$ cat config.mk
export PLATFORM = sky130hd
export DESIGN_NAME = ir_emitter_drive_calibrator
export DESIGN_NICKNAME = d
export VERILOG_FILES = /design/src/hw/rtl/iedc_pkg.sv /design/src/hw/rtl/iedc_front.sv /design/src/hw/rtl/iedc_queue.sv /design/src/hw/rtl/iedc_back.sv /design/src/hw/rtl/ir_emitter_drive_calibrator.sv
export VERILOG_INCLUDE_DIRS = /design/src /design/src/hw/rtl
export SDC_FILE = /design/constraint.sdc
export NUM_CORES = 1
export LEC_CHECK = 0
export ABC_AREA = 0
export BUFFER_PORTS_ARGS = -buffer_cell sky130_fd_sc_hd__buf_4
export CORE_ASPECT_RATIO = 0.7
export CORE_UTILIZATION = 55
export DETAILED_ROUTE_END_ITERATION = 16
export PLACE_DENSITY_LB_ADDON = 0.05
export SYNTH_ARGS = -nofsm -noshare
export SYNTH_HDL_FRONTEND = slang
export SYNTH_HIERARCHICAL = 1
export SYNTH_SLANG_ARGS = --single-unit
export TNS_END_PERCENT = 20
$ cat constraint.sdc
create_clock -name clock -period 8.3 [get_ports clock]
set_input_delay 1.245 -clock clock [delete_from_list [all_inputs] [get_ports clock]]
set_output_delay 1.245 -clock clock [all_outputs]
set_load 0.02 [all_outputs]
$ cat src/hw/rtl/ir_emitter_drive_calibrator_macros.svh
// Assertion helpers for the top-level calibrator source.
`ifndef IR_EMITTER_DRIVE_CALIBRATOR_MACROS_SVH
`define IR_EMITTER_DRIVE_CALIBRATOR_MACROS_SVH

// Property must hold at every clock edge outside reset.
`define IEDC_ASSERT_ALWAYS(label, prop, msg) \
   label: assert property (@(posedge clock) disable iff (reset) (prop)) else $error(msg);

// Consequent must hold in the cycle after the antecedent.
`define IEDC_ASSERT_NEXT(label, ante, cons, msg) \
   label: assert property (@(posedge clock) disable iff (reset) (ante) |=> (cons)) \
      else $error(msg);

`endif

$ cat src/hw/rtl/iedc_pkg.sv
`timescale 1ns / 1ps

package iedc_pkg;

   localparam int SAMPLE_W    = 12;
   localparam int LEVEL_W     = 9;
   localparam int DUTY_W      = 16;
   localparam int TICK_W      = 8;
   localparam int CSR_IDX_W   = 3;
   localparam int CSR_DATA_W  = 16;
   localparam int REQ_DATA_W  = 24;
   localparam int RSP_DATA_W  = 56;
   localparam int PROD_W      = SAMPLE_W + LEVEL_W;

   localparam int unsigned LEVEL_SCALE = 330;

   localparam int QDEPTH  = 2;
   localparam int QPTR_W  = 1;
   localparam int QCNT_W  = 2;

   localparam logic [1:0] PH_IDLE  = 2'd0;
   localparam logic [1:0] PH_LEFT  = 2'd1;
   localparam logic [1:0] PH_RIGHT = 2'd2;

   localparam logic [2:0] FL_PASS = 3'b001;
   localparam logic [2:0] FL_ERR  = 3'b010;
   localparam logic [2:0] FL_CONF = 3'b100;

   localparam logic [CSR_IDX_W-1:0] CSR_LEVEL_THRESHOLD = 3'd0;
   localparam logic [CSR_IDX_W-1:0] CSR_LEFT_DUTY_MIN   = 3'd1;
   localparam logic [CSR_IDX_W-1:0] CSR_LEFT_DUTY_MAX   = 3'd2;
   localparam logic [CSR_IDX_W-1:0] CSR_RIGHT_DUTY_MIN  = 3'd3;
   localparam logic [CSR_IDX_W-1:0] CSR_RIGHT_DUTY_MAX  = 3'd4;
   localparam logic [CSR_IDX_W-1:0] CSR_TICK_DIVIDER    = 3'd5;

   typedef struct packed {
      logic [LEVEL_W-1:0] level_threshold;
      logic [DUTY_W-1:0]  left_duty_min;
      logic [DUTY_W-1:0]  left_duty_max;
      logic [DUTY_W-1:0]  right_duty_min;
      logic [DUTY_W-1:0]  right_duty_max;
      logic [TICK_W-1:0]  tick_divider;
   } cfg_type;

   typedef struct packed {
      logic               is_start;
      logic [LEVEL_W-1:0] left_level;
      logic [LEVEL_W-1:0] right_level;
   } item_type;

   typedef struct packed {
      logic              full;
      logic              empty;
      logic [QCNT_W-1:0] count;
   } qstat_type;

   typedef struct packed {
      logic              wrap;
      logic [DUTY_W-1:0] duty;
   } step_type;

   function automatic step_type step_duty(input logic [DUTY_W-1:0] duty,
                                          input logic [DUTY_W-1:0] lo,
                                          input logic [DUTY_W-1:0] hi);
      logic [DUTY_W:0] nxt;
      step_type        r;
      nxt = {1'b0, duty} + {{DUTY_W{1'b0}}, 1'b1};
      if (nxt > {1'b0, hi}) begin
         r.wrap = 1'b1;
         r.duty = lo;
      end else begin
         r.wrap = 1'b0;
         r.duty = nxt[DUTY_W-1:0];
      end
      return r;
   endfunction

endpackage

$ cat src/hw/rtl/iedc_front.sv
`timescale 1ns / 1ps

module iedc_front (
   input  logic                               req_tvalid,
   output logic                               req_tready,
   input  logic [iedc_pkg::REQ_DATA_W-1:0]    req_tdata,   // left_sample, right_sample
   input  logic                               req_tuser,   // req_type
   input  iedc_pkg::qstat_type                q_stat,
   output logic                               q_write,
   output iedc_pkg::item_type                 q_item
);
   import iedc_pkg::*;

   logic [PROD_W-1:0] left_prod;
   logic [PROD_W-1:0] right_prod;

   // scale raw samples: (sample * 330) >> 12
   assign left_prod  = PROD_W'(req_tdata[SAMPLE_W-1:0]) * PROD_W'(LEVEL_SCALE);
   assign right_prod = PROD_W'(req_tdata[2*SAMPLE_W-1:SAMPLE_W]) * PROD_W'(LEVEL_SCALE);

   assign req_tready = !q_stat.full;
   assign q_write    = req_tvalid && !q_stat.full;

   assign q_item.is_start    = req_tuser;
   assign q_item.left_level  = left_prod[PROD_W-1:SAMPLE_W];
   assign q_item.right_level = right_prod[PROD_W-1:SAMPLE_W];

endmodule

$ cat src/hw/rtl/iedc_queue.sv
`timescale 1ns / 1ps

module iedc_queue (
   input  logic                clock,
   input  logic                reset,
   input  logic                wr_en,
   input  iedc_pkg::item_type  wr_item,
   input  logic                rd_en,
   output iedc_pkg::item_type  rd_item,
   output iedc_pkg::qstat_type stat
);
   import iedc_pkg::*;

   item_type            mem_ff [QDEPTH];
   logic [QPTR_W-1:0]   wr_ptr_ff, wr_ptr_in;
   logic [QPTR_W-1:0]   rd_ptr_ff, rd_ptr_in;
   logic [QCNT_W-1:0]   count_ff, count_in;

   always_comb begin
      wr_ptr_in = wr_ptr_ff;
      rd_ptr_in = rd_ptr_ff;
      count_in  = count_ff;
      if (wr_en) begin
         wr_ptr_in = wr_ptr_ff + QPTR_W'(1);
      end
      if (rd_en) begin
         rd_ptr_in = rd_ptr_ff + QPTR_W'(1);
      end
      if (wr_en && !rd_en) begin
         count_in = count_ff + QCNT_W'(1);
      end else if (rd_en && !wr_en) begin
         count_in = count_ff - QCNT_W'(1);
      end
   end

   always_ff @(posedge clock) begin
      if (reset) begin
         wr_ptr_ff <= '0;
         rd_ptr_ff <= '0;
         count_ff  <= '0;
      end else begin
         wr_ptr_ff <= wr_ptr_in;
         rd_ptr_ff <= rd_ptr_in;
         count_ff  <= count_in;
      end
   end

   always_ff @(posedge clock) begin
      if (wr_en) begin
         mem_ff[wr_ptr_ff] <= wr_item;
      end
   end

   assign rd_item    = mem_ff[rd_ptr_ff];
   assign stat.count = count_ff;
   assign stat.full  = (count_ff == QCNT_W'(QDEPTH));
   assign stat.empty = (count_ff == '0);

endmodule

$ cat src/hw/rtl/iedc_back.sv
`timescale 1ns / 1ps

module iedc_back (
   input  logic                            clock,
   input  logic                            reset,
   input  iedc_pkg::cfg_type               cfg,
   input  iedc_pkg::qstat_type             q_stat,
   input  iedc_pkg::item_type              q_item,
   output logic                            q_read,
   output logic                            rsp_tvalid,
   input  logic                            rsp_tready,
   output logic [iedc_pkg::RSP_DATA_W-1:0] rsp_tdata,
   output logic [1:0]                      phase
);
   import iedc_pkg::*;

   logic [1:0]             phase_ff, phase_in;
   logic [DUTY_W-1:0]      ldut_ff, ldut_in;
   logic [DUTY_W-1:0]      rdut_ff, rdut_in;
   logic [TICK_W-1:0]      tick_ff, tick_in;
   logic                   sreq_ff, sreq_in;
   logic                   sok_ff, sok_in;
   logic [2:0]             lfl_ff, lfl_in;
   logic [2:0]             rfl_ff, rfl_in;
   logic                   rsp_valid_ff, rsp_valid_in;
   logic [RSP_DATA_W-1:0]  rsp_data_ff, rsp_data_in;

   logic                   done, pass, busy, low_l, low_r;
   step_type               st;

   assign q_read = !q_stat.empty && (!rsp_valid_ff || rsp_tready);

   always_comb begin
      phase_in = phase_ff;
      ldut_in  = ldut_ff;
      rdut_in  = rdut_ff;
      tick_in  = tick_ff;
      sreq_in  = sreq_ff;
      sok_in   = sok_ff;
      lfl_in   = lfl_ff;
      rfl_in   = rfl_ff;
      done     = 1'b0;
      pass     = 1'b0;
      low_l    = q_item.left_level < cfg.level_threshold;
      low_r    = q_item.right_level < cfg.level_threshold;
      st       = '0;
      if (q_item.is_start) begin
         ldut_in  = cfg.left_duty_min;
         rdut_in  = cfg.right_duty_min;
         tick_in  = '0;
         sreq_in  = 1'b0;
         sok_in   = 1'b0;
         lfl_in   = '0;
         rfl_in   = '0;
         phase_in = PH_LEFT;
      end else if (phase_ff == PH_LEFT || phase_ff == PH_RIGHT) begin
         tick_in = tick_ff + TICK_W'(1);
         if (tick_in >= cfg.tick_divider) begin
            tick_in = '0;
            if (phase_ff == PH_LEFT) begin
               if ((lfl_in & (FL_PASS | FL_ERR)) == '0) begin
                  if (low_l) begin
                     st      = step_duty(ldut_in, cfg.left_duty_min, cfg.left_duty_max);
                     ldut_in = st.duty;
                     if (st.wrap) begin
                        lfl_in  = FL_ERR;
                        sreq_in = 1'b1;
                        sok_in  = 1'b0;
                     end
                  end else begin
                     lfl_in  = FL_PASS;
                     sreq_in = 1'b0;
                     sok_in  = 1'b0;
                  end
               end
               if (sreq_in) begin
                  if (low_l) begin
                     st      = step_duty(rdut_in, cfg.right_duty_min, cfg.right_duty_max);
                     rdut_in = st.duty;
                     if (st.wrap) begin
                        lfl_in  = FL_CONF;
                        sreq_in = 1'b0;
                        sok_in  = 1'b0;
                     end
                  end else begin
                     lfl_in  = FL_PASS;
                     sreq_in = 1'b1;
                     sok_in  = 1'b1;
                  end
               end
               if ((lfl_in & (FL_PASS | FL_CONF)) != '0) begin
                  phase_in = PH_RIGHT;
               end
            end else if (sok_in) begin
               if (low_r) begin
                  st      = step_duty(ldut_in, cfg.left_duty_min, cfg.left_duty_max);
                  ldut_in = st.duty;
                  if (st.wrap) begin
                     rfl_in = (rfl_in & FL_ERR) | FL_CONF;
                  end
               end else begin
                  rfl_in = (rfl_in & FL_ERR) | FL_PASS;
               end
            end else begin
               if ((rfl_in & (FL_PASS | FL_ERR)) == '0) begin
                  if (low_r) begin
                     st      = step_duty(rdut_in, cfg.right_duty_min, cfg.right_duty_max);
                     rdut_in = st.duty;
                     if (st.wrap) begin
                        if ((lfl_in & FL_CONF) != '0) begin
                           rfl_in  = FL_ERR;
                           sreq_in = 1'b1;
                           sok_in  = 1'b0;
                        end else begin
                           rfl_in = FL_CONF;
                        end
                     end
                  end else begin
                     rfl_in  = FL_PASS;
                     sreq_in = 1'b0;
                     sok_in  = 1'b0;
                  end
               end
               if (sreq_in) begin
                  if (low_r) begin
                     st      = step_duty(ldut_in, cfg.left_duty_min, cfg.left_duty_max);
                     ldut_in = st.duty;
                     if (st.wrap) begin
                        rfl_in  = FL_CONF;
                        sreq_in = 1'b1;
                        sok_in  = 1'b0;
                     end
                  end else begin
                     rfl_in  = FL_PASS;
                     sreq_in = 1'b1;
                     sok_in  = 1'b1;
                  end
               end
            end
            if (phase_in == PH_RIGHT && (rfl_in & (FL_PASS | FL_CONF)) != '0) begin
               done     = 1'b1;
               pass     = ((lfl_in & (FL_PASS | FL_CONF)) == FL_PASS) &&
                          ((rfl_in & (FL_PASS | FL_CONF)) == FL_PASS);
               lfl_in   = '0;
               rfl_in   = '0;
               sreq_in  = 1'b0;
               sok_in   = 1'b0;
               phase_in = PH_IDLE;
            end
         end
      end
      busy = (phase_in == PH_LEFT || phase_in == PH_RIGHT);
   end

   assign rsp_data_in = {3'b000, pass, done, busy, q_item.right_level, q_item.left_level,
                         rdut_in, ldut_in};

   always_comb begin
      rsp_valid_in = rsp_valid_ff;
      if (q_read) begin
         rsp_valid_in = 1'b1;
      end else if (rsp_tready) begin
         rsp_valid_in = 1'b0;
      end
   end

   always_ff @(posedge clock) begin
      if (reset) begin
         phase_ff     <= PH_IDLE;
         ldut_ff      <= '0;
         rdut_ff      <= '0;
         tick_ff      <= '0;
         sreq_ff      <= 1'b0;
         sok_ff       <= 1'b0;
         lfl_ff       <= '0;
         rfl_ff       <= '0;
         rsp_valid_ff <= 1'b0;
      end else begin
         rsp_valid_ff <= rsp_valid_in;
         if (q_read) begin
            phase_ff <= phase_in;
            ldut_ff  <= ldut_in;
            rdut_ff  <= rdut_in;
            tick_ff  <= tick_in;
            sreq_ff  <= sreq_in;
            sok_ff   <= sok_in;
            lfl_ff   <= lfl_in;
            rfl_ff   <= rfl_in;
         end
      end
   end

   always_ff @(posedge clock) begin
      if (q_read) begin
         rsp_data_ff <= rsp_data_in;
      end
   end

   assign rsp_tvalid = rsp_valid_ff;
   assign rsp_tdata  = rsp_data_ff;
   assign phase      = phase_ff;

endmodule

$ cat src/hw/rtl/ir_emitter_drive_calibrator.sv
// Path: an accepted req word is written into the queue, then popped into the registered rsp output once that is free.
// Throughput: one word per cycle while rsp_tready is not held low; the front scaling is combinational
// and the back state update is registered, the two decoupled by a two-entry queue.
// Reset: synchronous, active high; phase idle, duties and flags zero,
// configuration registers back to their defaults, queue and output empty.
`timescale 1ns / 1ps
`include "ir_emitter_drive_calibrator_macros.svh"

module ir_emitter_drive_calibrator (
   input  logic                               clock,
   input  logic                               reset,
   input  logic                               req_tvalid,
   output logic                               req_tready,
   input  logic [iedc_pkg::REQ_DATA_W-1:0]    req_tdata,   // left_sample, right_sample
   input  logic                               req_tuser,   // req_type
   output logic                               rsp_tvalid,
   input  logic                               rsp_tready,
   // left_duty, right_duty, left_level, right_level, busy_res, done_res, passed
   output logic [iedc_pkg::RSP_DATA_W-1:0]    rsp_tdata,
   input  logic                               csr_we,
   input  logic [iedc_pkg::CSR_IDX_W-1:0]     csr_index,
   input  logic [iedc_pkg::CSR_DATA_W-1:0]    csr_wdata
);
   import iedc_pkg::*;

   cfg_type    cfg_ff, cfg_in;
   qstat_type  q_stat;
   item_type   wr_item, rd_item;
   logic       q_write, q_read;
   logic [1:0] phase;

   always_comb begin
      cfg_in = cfg_ff;
      if (csr_we) begin
         unique case (csr_index)
            CSR_LEVEL_THRESHOLD: cfg_in.level_threshold = csr_wdata[LEVEL_W-1:0];
            CSR_LEFT_DUTY_MIN:   cfg_in.left_duty_min   = csr_wdata[DUTY_W-1:0];
            CSR_LEFT_DUTY_MAX:   cfg_in.left_duty_max   = csr_wdata[DUTY_W-1:0];
            CSR_RIGHT_DUTY_MIN:  cfg_in.right_duty_min  = csr_wdata[DUTY_W-1:0];
            CSR_RIGHT_DUTY_MAX:  cfg_in.right_duty_max  = csr_wdata[DUTY_W-1:0];
            CSR_TICK_DIVIDER:    cfg_in.tick_divider    = csr_wdata[TICK_W-1:0];
            default: ;
         endcase
      end
   end

   always_ff @(posedge clock) begin
      if (reset) begin
         cfg_ff.level_threshold <= LEVEL_W'(100);
         cfg_ff.left_duty_min   <= '0;
         cfg_ff.left_duty_max   <= DUTY_W'(1000);
         cfg_ff.right_duty_min  <= '0;
         cfg_ff.right_duty_max  <= DUTY_W'(1000);
         cfg_ff.tick_divider    <= TICK_W'(20);
      end else begin
         cfg_ff <= cfg_in;
      end
   end

   iedc_front u_front (
      .req_tvalid (req_tvalid),
      .req_tready (req_tready),
      .req_tdata  (req_tdata),
      .req_tuser  (req_tuser),
      .q_stat     (q_stat),
      .q_write    (q_write),
      .q_item     (wr_item)
   );

   iedc_queue u_queue (
      .clock   (clock),
      .reset   (reset),
      .wr_en   (q_write),
      .wr_item (wr_item),
      .rd_en   (q_read),
      .rd_item (rd_item),
      .stat    (q_stat)
   );

   iedc_back u_back (
      .clock      (clock),
      .reset      (reset),
      .cfg        (cfg_ff),
      .q_stat     (q_stat),
      .q_item     (rd_item),
      .q_read     (q_read),
      .rsp_tvalid (rsp_tvalid),
      .rsp_tready (rsp_tready),
      .rsp_tdata  (rsp_tdata),
      .phase      (phase)
   );

   `IEDC_ASSERT_ALWAYS(a_no_overflow, !(q_write && q_stat.full), "queue written while full")
   `IEDC_ASSERT_NEXT(a_write_lands, q_write, !q_stat.empty, "accepted word missing from queue")
   `IEDC_ASSERT_ALWAYS(a_done_idle, !(rsp_tvalid && rsp_tdata[51] && rsp_tdata[50]), "done while busy")
   `IEDC_ASSERT_NEXT(a_pop_fills_out, q_read, rsp_tvalid, "popped word not presented")
   `IEDC_ASSERT_ALWAYS(a_phase_legal, phase != 2'd3, "unused phase code reached")

endmodule

Word level (Yosys, flattened, before mapping):

Memory sizes are Yosys's and may differ from the RTL's. A register that Yosys moved wholly into a read port is not among the register bits.
Index checks and enable logic that the tools add are counted.

* bits in registers: 189
* bits in writable memories: 38
* logic and storage cells: 244
* input port bits: 49
* memories kept: 1
* output and inout port bits: 58

* multipliers: 2
* mux-type cells: 149
* reductions and logical operators: 38
* eq/ne operators: 16
* order comparisons: 5
* bitwise gates (word level): 3
* $add $sub $neg: 7

Memory list
* u_queue.mem_ff: depth 2, width 19, rd ports 1, clocked after Yosys merged registers in 1, write ports 1, line iedc_queue.sv:14 `item_type mem_ff [QDEPTH];`

Operators with widths (count)
* 17-bit 2-to-1 mux: 33
* 16-bit 2-to-1 mux: 19
* 3-bit 2-to-1 mux: 36
* 1-bit 2-to-1 mux: 47
* 12-bit by 8-bit multiplier with 20-bit output, second input constant: 2
* 16-bit by 1-bit adder with 17-bit output, second input constant: 2
* 17-bit by 16-bit > comparator with 1-bit output: 2
* 8-bit 2-to-1 mux: 3
* 2-bit 2-to-1 mux: 11
* 9-bit less-than comparator: 2
* 2-bit AND reduction: 7
* 3-bit zero test: 3
* 3-bit nonzero test: 3
* 8-bit by 1-bit adder with 8-bit output, second input constant: 1
* 2-bit by 1-bit equality test with 1-bit output, second input constant: 4
* 2-bit equality test, second input constant: 4
* 8-bit >= comparator: 1
* 4-bit AND reduction: 2
* 2-bit nonzero test: 4
* 3-bit by 2-bit equality test with 1-bit output, second input constant: 2
* 3-bit equality test, second input constant: 2
* 1-bit logical AND: 6
* 3-bit inequality test, second input constant: 2
* 1-bit zero test: 5
* other kinds (12): 17

Longest topological paths before layout:

* depth after elaboration: 42
* mapped depth: 19
* depth with buffers taken out: 17

By module:

Netlist, hierarchy kept.

Modules (own cells, without submodules)
* iedc_back: times used 1, area an instance 7448.4 um2, cells each 855, sequential area each 2612.5 um2
* ir_emitter_drive_calibrator: times used 1, area an instance 3209.3 um2, cells each 296, sequential area each 1621.6 um2
* iedc_front: times used 1, area an instance 2904.0 um2, cells each 318, sequential area each 0.0 um2
* iedc_queue: times used 1, area an instance 1579.0 um2, cells each 81, sequential area each 1241.2 um2

Worst setup path after synthesis:

OpenSTA, ideal clock, no wires.

* kind: input -> register
* from: in rsp_tready
* to: reg u_queue.count_ff[1]
* buffers on the path: 2
* data arrival time: 4588 ps
* library setup time: 70 ps
* cell stages on the path: 9
* required time: 8230 ps
* slack: 3642 ps
* cell sequence: nand2b_1 nand2b_1 inv_1 buf_1 buf_1 inv_1 ha_1 or3_1 a21oi_1

* longest elaborated chain between the ends: 5
* elaborated cells on any way between the ends: 7
* classes of those cells: mux: 1; reduce/logical: 6

RTL lines
* start: declaration: line ir_emitter_drive_calibrator.sv:17 `input logic rsp_tready,`
* 1-bit logical OR (*): line iedc_back.sv:31 `assign q_read = !q_stat.empty && (!rsp_valid_ff || rsp_tready);`
* 1-bit logical AND (*): line iedc_back.sv:31
* net q_read: line ir_emitter_drive_calibrator.sv:29 `logic q_write, q_read;`
* 1-bit zero test: line iedc_queue.sv:29 `if (wr_en && !rd_en) begin`
* 1-bit logical AND: line iedc_queue.sv:29
* 2-bit 2-to-1 mux / 2-bit nonzero test (equally long branches)
* end signal: assignment: line iedc_queue.sv:44 `count_ff <= count_in;`
* end: declaration: line iedc_queue.sv:17 `logic [QCNT_W-1:0] count_ff, count_in;`

Mark *: on every way through the listed nets, which the timed path passes. The rest lies on a longest branch.
A chain may end at the register's enable or synchronous reset.

Worst setup path in the final report:

* from: reg u_back.rdut_ff[0]
* to: reg u_back.ldut_ff[1]

* longest elaborated chain between the ends: 24

RTL lines
* start: declaration: line iedc_back.sv:19 `logic [DUTY_W-1:0] rdut_ff, rdut_in;`
* start signal: assignment: line iedc_back.sv:183 `rdut_ff <= rdut_in;`
* 16-bit by 1-bit adder with 17-bit output: line iedc_pkg.sv:67 `nxt = {1'b0, duty} + {{DUTY_W{1'b0}}, 1'b1};`
* 17-bit by 16-bit > comparator with 1-bit output: line iedc_pkg.sv:68 `if (nxt > {1'b0, hi}) begin`
* 17-bit 2-to-1 mux: line iedc_pkg.sv:68
* 17-bit 2-to-1 mux: line iedc_back.sv:106 `if (low_r) begin`
* 17-bit 2-to-1 mux: line iedc_back.sv:105 `if ((rfl_in & (FL_PASS | FL_ERR)) == '0) begin`
* 17-bit 2-to-1 mux: line iedc_back.sv:94 `end else if (sok_in) begin`
* 17-bit 2-to-1 mux: line iedc_back.sv:60 `if (phase_ff == PH_LEFT) begin`
* 17-bit 2-to-1 mux: line iedc_back.sv:58 `if (tick_in >= cfg.tick_divider) begin`
* [... 8 more ...]
* 1-bit 2-to-1 mux: line iedc_back.sv:56 `end else if (phase_ff == PH_LEFT || phase_ff == PH_RIGHT) begin`
* 1-bit 2-to-1 mux: line iedc_back.sv:47 `if (q_item.is_start) begin`
* 16-bit 2-to-1 mux: line iedc_back.sv:124 `if (sreq_in) begin`
* 16-bit 2-to-1 mux: line iedc_back.sv:94
* 16-bit 2-to-1 mux: line iedc_back.sv:60
* 16-bit 2-to-1 mux: line iedc_back.sv:58
* 16-bit 2-to-1 mux: line iedc_back.sv:56
* 16-bit 2-to-1 mux: line iedc_back.sv:47
* end signal: assignment: line iedc_back.sv:182 `ldut_ff <= ldut_in;`
* end: declaration: line iedc_back.sv:18 `logic [DUTY_W-1:0] ldut_ff, ldut_in;`

Every way passes these cells. The select of a mux whose other input is x is not followed.

==> metrics.md <==
| Metric | Value |
|---|---|
| Area growth syn-to-layout | 11.59% |
| DR iter-0 viols | 1,191 |
| Die W | 200.3 µm |
| Slew headroom | 0.2785 |
| Core footprint | 0.02690 mm² |
| Min-Delay Path Class | flop to flop |
| Clk pin slew, worst setup/hold paths | 0.06 ns |
| Area leader, netlist | dfxtp_1 |
| Fmax | 181.4 MHz |
| Kind of end point of the critical path | flop |
| CTS tree | done |
| Setup violators final | 0 |
| Worst hold slack | 0.4791 ns |
| Syn. warnings | 6 |
| Number of synthesized flops with an enable pin | 91 |
| Largest net degree at the start of global routing | 83 |
| Worst-Skew Late Latency | 0.54 ns |
| ANT cells | 0 |
| Synth Flop Type | dfxtp_1 |
| Starting Density | 0.5628 |
| Status | finished clean |
| Final period util | 0.6642 |
| # rows | 50 |
| Overflow after GRT | 0 |
| Final Util | 0.6281 |
| GRT Total Usage | 0.2792 |
| Synth top area cells | dfxtp_1, edfxtp_1, ha_1 |
| Share of layout cells above drive strength 1 | 0.1262 |
| Max Root-Sink Buffers | 3 |
| RSZ-0062 raised after global routing | no |
| Mean Syn Cell Area | 9.768 µm² |
| Leakage power total | 7.431 nW |
| Post-CTS Resized | 0 |
| Post-synthesis sequential area ratio | 0.3616 |
| Top-area cell type share of the netlist area | 0.1811 |
| Syn Std Cell Area | 0.01514 mm² |
| Die Ht | 140.8 µm |
| PD cells | 318.2 mW/mm² |
| Post-CTS Setup Inserts | 0 |
| Final-stage net count | 1,857 |
| Clock root buffer | clkbuf_16 |
| Worst slew pin tran | 1.076 ns |
| Max-cap violations | 0 |
| Routed WL per cell | 19.67 µm |
| CP arrival | 5.95 ns |
| CTS Buf Count | 23 |
| CP required | 8.73 ns |
| Post-Syn Instances | 1,550 |
| Peak supply drop | 0.2408 mV |
| Critical setup path kind | flop to flop |
| Number of global-route vias before repair | 11,120 |
| Post-route cell area | 0.01690 mm² |
| Vias | 11,950 |
| Post-route ant nets | 0 |
| DRC viols | 0 |
| Placer congestion estimate | 0.9345 |
| First-pass GRT wire length | 62,400 µm |
| Final critical delay including setup and external delays | 5.513 ns |
| Most frequent cells in the layout | ha_1, dfxtp_1, nor2_1 |
| Initial DRT Pass Iterations | 7 |
| Hold_buf cts | 0 |
| # H-tree levels | 1 |
| Worst-path maximum fanout | 18 |
| Fin. max-slew vios | 0 |
| Area of the die | 0.02821 mm² |
| Top Ports | 107 |
| Post-DP HPWL | 29,720 µm |
| FF+latch count, synth | 228 |
| Final hold violation count | 0 |
| Placement Cell Area | 0.01612 mm² |
| Vias per cell | 5.985 |
| Clock Sinks | 228 |
| Startpoint Class | flop |
| Distinct cells, synth | 103 |
| Clock skew | 0.01631 ns |
| Initial antenna violation count | 0 |
| FFs w/ async S/R, synth | 0 |
| Most common cell after layout, fill and taps aside | ha_1 |
| Setup TNS | 0 ns |
| Final WL | 39,270 µm |
| Port bufs | 103 |
critical path, cell delays in order (launching register included):
cell and delay [ns]:
dfxtp_1 0.47, ha_1 0.31, nand3_2 0.16, or3_4 0.43
nor2_2 0.22, nand3_1 0.14, xor2_1 0.24, inv_1 0.08
ha_1 0.29, nand4_1 0.13, nor4_1 0.07, a21oi_1 0.18
or3b_2 0.48, nand2_2 0.36, a31oi_2 0.36, o31ai_2 1.00
a32oi_1 0.16, a311oi_1 0.32
per-stage QoR:
| step | power (mW) | setup slack (ns) | instances |
|---|---|---|---|
| 6_report | 5.376 | 2.787 | 1996 |
| 5_1_grt | 5.700 | 2.439 | 1996 |
| 4_1_cts | 5.359 | 2.987 | 1996 |
| 3_5_place_dp | 4.253 | 3.009 | 1954 |
| 3_3_place_gp | 4.211 | 3.206 | 1954 |
| 2_1_floorplan | 3.490 | 3.642 | 1552 |
kinds of logic (layout without fill, tap and decap cells):
logic type | count (synthesis) | in the layout | share of synthesized area
and+or+nand+nor | 475 | 475 | 0.1638
AOI/OAI and AO/OA | 310 | 310 | 0.1492
DFF | 228 | 228 | 0.3616
adders and majority gates | 193 | 193 | 0.1724
buffers and inverters | 183 | 263 | 0.05008
muxes | 102 | 102 | 0.06909
xor gates and xnor gates | 58 | 58 | 0.03355
other | 1 | 3 | 0.0002477
worst paths after layout:
check / startpoint / endpoint / slack, ns / depth (start not counted)
worst max-delay path: u_back/rdut_ff[0] / u_back/ldut_ff[1] / 2.79 / 17
worst min-delay path: cfg_ff[64] / cfg_ff[64] / 0.48 / 2
worst max register to register: u_back/rdut_ff[0] / u_back/ldut_ff[1] / 2.79 / 17
worst min register to register: cfg_ff[64] / cfg_ff[64] / 0.48 / 2
registers in the layout, summed over array words and instances (netlist names), named ones only:
signal,count
u_back/sreq_ff,1
u_back/lfl_ff,3
u_queue/wr_ptr_ff,1
cfg_ff,81
u_queue/rd_ptr_ff,1
u_back/rfl_ff,3
u_back/phase,2
u_queue/count_ff,2
u_back/rsp_tdata,53
u_back/rsp_tvalid,1
u_back/sok_ff,1
u_back/ldut_ff,16
u_back/tick_ff,8
u_back/rdut_ff,16
u_queue/mem_ff,38
routing by layer:
metal / vias up / track usage / wire length (µm) / share of wire
met5: - / 0 / 0 / 0
met4: 0 / 0.04419 / 538 / 0.014
met3: 43 / 0.05802 / 3209 / 0.082
met2: 468 / 0.3830 / 15330 / 0.39
met1: 5678 / 0.4473 / 20200 / 0.51
li1: 5758 / - / - / -
final cells by class:
type                    instances  area, µm²
clock inverters                12      166.4
multi-input cells            1141       8924
fillers                      2309      10000
flip-flops and latches        228       5475
well taps                     364      455.4
inverters                     106      400.4
repair buffers                115      863.3
clock buffers                  30      611.8
cells in the mapped netlist (all sizes together), types with 11 or more instances:
| library cell | n |
|---|---|
| ha | 167 |
| nand3 | 32 |
| edfxtp | 91 |
| a21oi | 63 |
| a311oi | 20 |
| xnor2 | 27 |
| mux2i | 82 |
| buf | 32 |
| nand2 | 94 |
| fa | 26 |
| dfxtp | 137 |
| o21a | 12 |
| a211oi | 11 |
| a31oi | 15 |
| o21ai | 56 |
| xor2 | 31 |
| nand2b | 90 |
| a21o | 31 |
| nor3 | 18 |
| nor4 | 16 |
| nor2 | 127 |
| mux2 | 20 |
| clkbuf | 45 |
| inv | 105 |
| nand4 | 35 |
power by group:
group	switching [mW]	leakage, nW	total, mW	internal, mW
sequential	0.209	1.99	1.77	1.57
combinational	1.59	5.08	2.51	0.921
clock	0.447	0.366	1.09	0.645
total	2.24	7.43	5.38	3.13
Power figures use the tool's default switching activity.
